## src/hdl/vrp_pkg.sv

```systemverilog
// Shared types, widths and helpers for the vertex rotate/project pipeline.
// Used by the channel interfaces and by every vrp module; no dependencies.
package vrp_pkg;

   localparam int COORD_W    = 24;
   localparam int TRIG_W     = 16;
   localparam int OFFSET_W   = 16;
   localparam int FOCAL_W    = 10;
   localparam int CENTER_W   = 12;
   localparam int CSR_DATA_W = 32;
   localparam int CSR_ADDR_W = 5;
   localparam int REG_IDX_LSB = 2;
   localparam int SAT_W      = 64;

   localparam int DEF_COORD_FRAC_BITS = 8;
   localparam int DEF_TRIG_FRAC_BITS  = 14;

   localparam int COS_ROT_RESET     = 16384;
   localparam int OFFSET_Z_RESET    = 150;
   localparam int FOCAL_SCALE_RESET = 100;
   localparam int CENTER_X_RESET    = 160;
   localparam int CENTER_Y_RESET    = 100;

   typedef enum logic [CSR_ADDR_W-REG_IDX_LSB-1:0] {
      REG_COS_ROT     = 3'd0,
      REG_SIN_ROT     = 3'd1,
      REG_OFFSET_X    = 3'd2,
      REG_OFFSET_Y    = 3'd3,
      REG_OFFSET_Z    = 3'd4,
      REG_FOCAL_SCALE = 3'd5,
      REG_CENTER_X    = 3'd6,
      REG_CENTER_Y    = 3'd7
   } reg_index_type;

   typedef struct packed {
      logic signed [TRIG_W-1:0]   cos_rot;
      logic signed [TRIG_W-1:0]   sin_rot;
      logic signed [OFFSET_W-1:0] offset_x;
      logic signed [OFFSET_W-1:0] offset_y;
      logic signed [OFFSET_W-1:0] offset_z;
      logic        [FOCAL_W-1:0]  focal_scale;
      logic        [CENTER_W-1:0] center_x;
      logic        [CENTER_W-1:0] center_y;
   } cfg_type;

   localparam cfg_type CFG_RESET = '{
      cos_rot:     TRIG_W'(COS_ROT_RESET),
      sin_rot:     '0,
      offset_x:    '0,
      offset_y:    '0,
      offset_z:    OFFSET_W'(OFFSET_Z_RESET),
      focal_scale: FOCAL_W'(FOCAL_SCALE_RESET),
      center_x:    CENTER_W'(CENTER_X_RESET),
      center_y:    CENTER_W'(CENTER_Y_RESET)
   };

   localparam logic signed [SAT_W-1:0] SAT_HI = (SAT_W'(1) <<< (COORD_W - 1)) - SAT_W'(1);
   localparam logic signed [SAT_W-1:0] SAT_LO = -SAT_HI - SAT_W'(1);

   function automatic int imax(input int a, input int b);
      return (a > b) ? a : b;
   endfunction

   // width of a rotated and translated view coordinate
   function automatic int view_w(input int f, input int t);
      return imax(imax(COORD_W + TRIG_W + 1 - t, OFFSET_W + f), COORD_W) + 1;
   endfunction

   // width of the projection numerator v * focal * 2^f
   function automatic int num_w(input int f, input int t);
      return view_w(f, t) + FOCAL_W + 1 + f;
   endfunction

   // quotient bits kept exactly; anything larger saturates the screen value
   function automatic int quot_w(input int f);
      return imax(COORD_W, CENTER_W + f) + 2;
   endfunction

   function automatic logic signed [COORD_W-1:0] sat_coord(input logic signed [SAT_W-1:0] v);
      logic signed [COORD_W-1:0] r;
      if (v > SAT_HI) begin
         r = SAT_HI[COORD_W-1:0];
      end else if (v < SAT_LO) begin
         r = SAT_LO[COORD_W-1:0];
      end else begin
         r = v[COORD_W-1:0];
      end
      return r;
   endfunction

endpackage

```

## src/hdl/vrp_rotate.sv

```systemverilog
// Y-axis rotation and view translation, two register stages:
// four products, then rounded sums plus offsets. Depends on vrp_pkg.
module vrp_rotate #(
   parameter int COORD_FRAC_BITS = vrp_pkg::DEF_COORD_FRAC_BITS,
   parameter int TRIG_FRAC_BITS  = vrp_pkg::DEF_TRIG_FRAC_BITS
) (
   input  logic                                   clock,
   input  logic                                   reset,
   input  logic                                   adv,
   input  vrp_pkg::cfg_type                       cfg,
   input  logic                                   in_valid,
   input  logic signed [vrp_pkg::COORD_W-1:0]     vert_x,
   input  logic signed [vrp_pkg::COORD_W-1:0]     vert_y,
   input  logic signed [vrp_pkg::COORD_W-1:0]     vert_z,
   output logic                                   out_valid,
   output logic signed [vrp_pkg::view_w(COORD_FRAC_BITS, TRIG_FRAC_BITS)-1:0] view_x,
   output logic signed [vrp_pkg::view_w(COORD_FRAC_BITS, TRIG_FRAC_BITS)-1:0] view_y,
   output logic signed [vrp_pkg::view_w(COORD_FRAC_BITS, TRIG_FRAC_BITS)-1:0] view_z
);
   import vrp_pkg::*;

   localparam int PROD_W = COORD_W + TRIG_W;
   localparam int SUM_W  = PROD_W + 1;
   localparam int VW     = view_w(COORD_FRAC_BITS, TRIG_FRAC_BITS);
   localparam logic signed [SUM_W-1:0] HALF = SUM_W'(1) <<< (TRIG_FRAC_BITS - 1);

   logic                      v1_ff, v2_ff;
   logic signed [PROD_W-1:0]  zc_ff, xs_ff, zs_ff, xc_ff;
   logic signed [PROD_W-1:0]  zc_in, xs_in, zs_in, xc_in;
   logic signed [COORD_W-1:0] y1_ff;
   logic signed [SUM_W-1:0]   sum_x, sum_z, rnd_x, rnd_z;
   logic signed [VW-1:0]      vx_in, vy_in, vz_in;
   logic signed [VW-1:0]      vx_ff, vy_ff, vz_ff;

   always_comb begin
      zc_in = vert_z * cfg.cos_rot;
      xs_in = vert_x * cfg.sin_rot;
      zs_in = vert_z * cfg.sin_rot;
      xc_in = vert_x * cfg.cos_rot;
   end

   // round half up, then add the integer offsets scaled to coordinate format
   always_comb begin
      sum_x = SUM_W'(zc_ff) + SUM_W'(xs_ff);
      sum_z = SUM_W'(zs_ff) - SUM_W'(xc_ff);
      rnd_x = (sum_x + HALF) >>> TRIG_FRAC_BITS;
      rnd_z = (sum_z + HALF) >>> TRIG_FRAC_BITS;
      vx_in = VW'(rnd_x) + (VW'(cfg.offset_x) <<< COORD_FRAC_BITS);
      vy_in = VW'(y1_ff) + (VW'(cfg.offset_y) <<< COORD_FRAC_BITS);
      vz_in = VW'(rnd_z) + (VW'(cfg.offset_z) <<< COORD_FRAC_BITS);
   end

   always_ff @(posedge clock) begin
      if (reset) begin
         v1_ff <= 1'b0;
         v2_ff <= 1'b0;
      end else if (adv) begin
         v1_ff <= in_valid;
         v2_ff <= v1_ff;
      end
   end

   always_ff @(posedge clock) begin
      if (adv) begin
         zc_ff <= zc_in;
         xs_ff <= xs_in;
         zs_ff <= zs_in;
         xc_ff <= xc_in;
         y1_ff <= vert_y;
         vx_ff <= vx_in;
         vy_ff <= vy_in;
         vz_ff <= vz_in;
      end
   end

   assign out_valid = v2_ff;
   assign view_x    = vx_ff;
   assign view_y    = vy_ff;
   assign view_z    = vz_ff;

endmodule

```

## config.mk

```make
export PLATFORM = sky130hd
export DESIGN_NAME = vrp_rotate
export DESIGN_NICKNAME = d
export VERILOG_FILES = /design/src/hdl/vrp_pkg.sv /design/src/hdl/vrp_rotate.sv
export SDC_FILE = /design/constraint.sdc
export NUM_CORES = 2
export LEC_CHECK = 0
export BUFFER_PORTS_ARGS = -buffer_cell sky130_fd_sc_hd__buf_2
export CORE_MARGIN = 2
export CORE_UTILIZATION = 58
export DETAILED_ROUTE_END_ITERATION = 12
export GPL_TIMING_DRIVEN = 0
export PLACE_DENSITY_LB_ADDON = 0.12
export REMOVE_ABC_BUFFERS = 1
export SLEW_MARGIN = 20
export SYNTH_ARGS = -nofsm -noshare
export SYNTH_HDL_FRONTEND = slang
export SYNTH_SLANG_ARGS = --single-unit
```

## constraint.sdc

```tcl
create_clock -name clock -period 8.65 [get_ports clock]
set_input_delay 1.2975 -clock clock [delete_from_list [all_inputs] [get_ports clock]]
set_output_delay 1.2975 -clock clock [all_outputs]
set_load 0.005 [all_outputs]
```

==> impl_metrics.ini <==
[run_status]
run_status = complete, no violations

[grt]
grt_pass1_vias = 51900
number_of_antenna_violations_at_the_first_check_in_global_routing = 4
grt_usage_pct = 28.2
globalRouteOverflowTotal = 0
grt_start_max_net_pins = 100
grt_pass1_wl_um = 272000

[clock_network]
clock_path_buffers = 3
htree_num_levels = 1
cts-root-buf = sky130_fd_sc_hd__clkbuf_16
cts-buffers-inserted = 30
clkSlewWorstSetupHoldPaths_ns = 0.06
worstSkewPairLatency_ns = 0.63
tritoncts_clock_tree = done
cts.sink_count = 267
post-cts-setup-buffer-count = 0

[placement]
number_of_buffers_added_on_ports = 240
dp_hpwl_um = 124000
finalWeightedCongestion = 0.930
number_of_placed_cells_counting_well_taps = 8874

[timing]
rsz0062_at_grt = no
timing.final.hold_violations = 0
period_needed_ns = 8.35
setup_violations = 0
max_clock_freq_ghz = 0.120
timing_worst_slew_pin_value_ns = 1.08
setup_tns_ns = 0
total_count_of_max_transition_violations_in_the_final_report = 0
final_min_period_over_clock_period_pct = 96.6
timing.clock.skew_ns = 0.0240
worst_slew_margin_rel_pct = 27.9

[floorplanning]
row_count = 126
chipWidth_um = 350
initial_utilization_pct = 58.6
ioPinCount = 275
core_area_um2 = 118000
fp.dieArea_um2 = 122000
floorplan.die.height_um = 350

[logic_synthesis]
synth.cell_area_um2 = 69300
syn-mean-instance-area_um2 = 9.44
synth-async-reset-ratio_pct = 0
synthesis.instances = 7344
yosys_register_bits = 267
ys_seq_area_share_pct = 11.5
number_of_enable_type_register_cells_in_the_synthesized_netlist = 265
synthDominantAreaCellType = sky130_fd_sc_hd__fa_1
yosysUniqueCellTypes = 77
dominantRegCellSynth = sky130_fd_sc_hd__edfxtp_1
synth.area.top_cells = sky130_fd_sc_hd__fa_1, sky130_fd_sc_hd__edfxtp_1, sky130_fd_sc_hd__ha_1
synth_top_cell_area_share_pct = 43.3
synth_warnings = 0

[route]
routed_wire_length_per_instance_um = 18.1
wl_um = 162000
drc_errors_left = 0
num_vias = 48500
drtIter0Drc = 2913
final_antenna_net_count = 0
dr.pass1.iters = 6
viasPerCell = 5.43

[critical_path]
timing.setup.critical_path_class = in2reg
endpoint_arrival_time_on_the_critical_path_ns = 8.67
critPathMaxFanout = 48
end_kind = flip-flop
cp-start-kind = input port
cp.required_ns = 8.96

[layout]
synthToLayoutAreaGrowth_pct = 4.67
stdcell_count = 8934
util_after_layout_pct = 61.3
drive_gt1_share_pct = 4.57
num-nets-final = 9596

[min_path]
worst_hold_path_type = reg2reg

[job]
max-cap-violations = 0
-- registers in the layout, indices dropped and copies added, names as in the netlist --
register / flops
out_valid: 1
zc_ff: 40
zs_ff: 40
view_x: 28
v1_ff: 1
y1_ff: 24
xc_ff: 40
xs_ff: 40
view_y: 25
view_z: 28
-- Yosys cell counts, drive strengths merged (92+ instances only) --
cell type	number
a21o	92
a21oi	185
and2	605
clkbuf	306
edfxtp	265
fa	1499
ha	600
inv	1782
nand2	932
nor2	213
o21ai	122
xnor2	201
-- path summary, 6_finish.rpt --
path	depth (start not counted)	to	slack, ns	startpoint
setup / recovery	24	zc_ff[37]	0.30	cfg[101]
hold / removal	0	view_y[6]	0.42	y1_ff[6]
setup reg to reg	21	view_x[26]	2.27	zc_ff[12]
hold reg to reg	0	view_y[6]	0.42	y1_ff[6]
-- placed cells by master, fill, tap and decap left out, drive strengths merged, types with 7 or more instances in the layout --
master	netlist	layout
xnor2	201	201
nor3	39	39
edfxtp	265	265
nand2b	54	54
ha	600	600
a21o	92	92
a41oi	9	9
nand2	932	932
o2111ai	7	7
or3	10	10
a31oi	13	13
o21bai	34	34
a211o	7	7
buf	11	244
a211oi	24	24
and3	21	21
nor2b	25	25
nor2	213	213
nand3	43	43
xor2	52	52
inv	1782	1784
fa	1499	1499
nand4	21	21
a2111oi	12	12
a21oi	185	185
clkbuf	306	44
o211ai	19	19
clkinv	0	8
or2	15	15
and2	605	605
o21ai	122	122
o21a	36	36
-- metrics by stage --
step                      hold slack [ns]  instance area (um2)  worst slack (ns)
after global placement              0.400                71300             -1.02
after CTS                           0.424                72500            0.0114
after detailed placement            0.408                71500            -0.627
after global routing                0.432                72600            0.0992
after floorplan                     0.400                68100              1.12
final                               0.421                72600             0.297
-- per-layer routing --
metal | GRT usage [%] | vias to the layer above | wire (um)
met2 | 47.5 | 1339 | 78300
met4 | 7.27 | 0 | 5230
met3 | 3.27 | 167 | 9600
met5 | 0 | - | 0
met1 | 39.0 | 25200 | 68700
li1 | - | 21900 | -
-- kinds of logic after synthesis --
kind of cell,synth area share (%)
adder cells (fa/ha/maj),54.1
buffers and inverters,11.4
flip-flops,11.5
multiplexers,0.0577
AND/OR/NAND/NOR,13.8
AO/OA/AOI/OAI,5.94
XOR/XNOR,3.20
-- critical path, stage by stage --
cell,delay [ns]
sky130_fd_sc_hd__clkbuf_4,0.56
sky130_fd_sc_hd__nand2_1,0.18
sky130_fd_sc_hd__fa_1,0.57
sky130_fd_sc_hd__inv_1,0.06
sky130_fd_sc_hd__fa_1,0.53
sky130_fd_sc_hd__inv_1,0.05
sky130_fd_sc_hd__fa_1,0.50
sky130_fd_sc_hd__inv_1,0.06
sky130_fd_sc_hd__fa_1,0.51
sky130_fd_sc_hd__fa_1,0.49
sky130_fd_sc_hd__inv_1,0.05
sky130_fd_sc_hd__fa_1,0.48
sky130_fd_sc_hd__inv_1,0.04
sky130_fd_sc_hd__ha_1,0.38
sky130_fd_sc_hd__nand3_1,0.18
sky130_fd_sc_hd__nor3_1,0.39
sky130_fd_sc_hd__nand4_1,0.30
sky130_fd_sc_hd__or2_2,0.37
sky130_fd_sc_hd__o31a_1,0.19
sky130_fd_sc_hd__a311oi_1,0.39
sky130_fd_sc_hd__o21a_1,0.20
sky130_fd_sc_hd__o21ai_1,0.08
sky130_fd_sc_hd__nor2b_1,0.15
sky130_fd_sc_hd__xnor2_1,0.59
-- cell type report --
type / count / area [um2]
Clock inverter: 15 / 156
Tap cell: 1600 / 2000
Fill cell: 10400 / 45800
Clock buffer: 40 / 828
Sequential cell: 267 / 8000
Inverter: 1782 / 6690
Antenna cell: 4 / 10.0
Multi-Input combinational cell: 4978 / 53500
Timing Repair Buffer: 248 / 1450
-- what timing repair did --
action | 4_1_cts | 5_1_grt
pin swaps | 0 | 0
hold buffers | 0 | 0
endpoints found under the setup margin | 1 | 7
resized for setup | 1 | 5
Power is left out: the tool's default activity adds up to more than one toggle a clock period on the data nets, which glitch-free logic cannot reach.
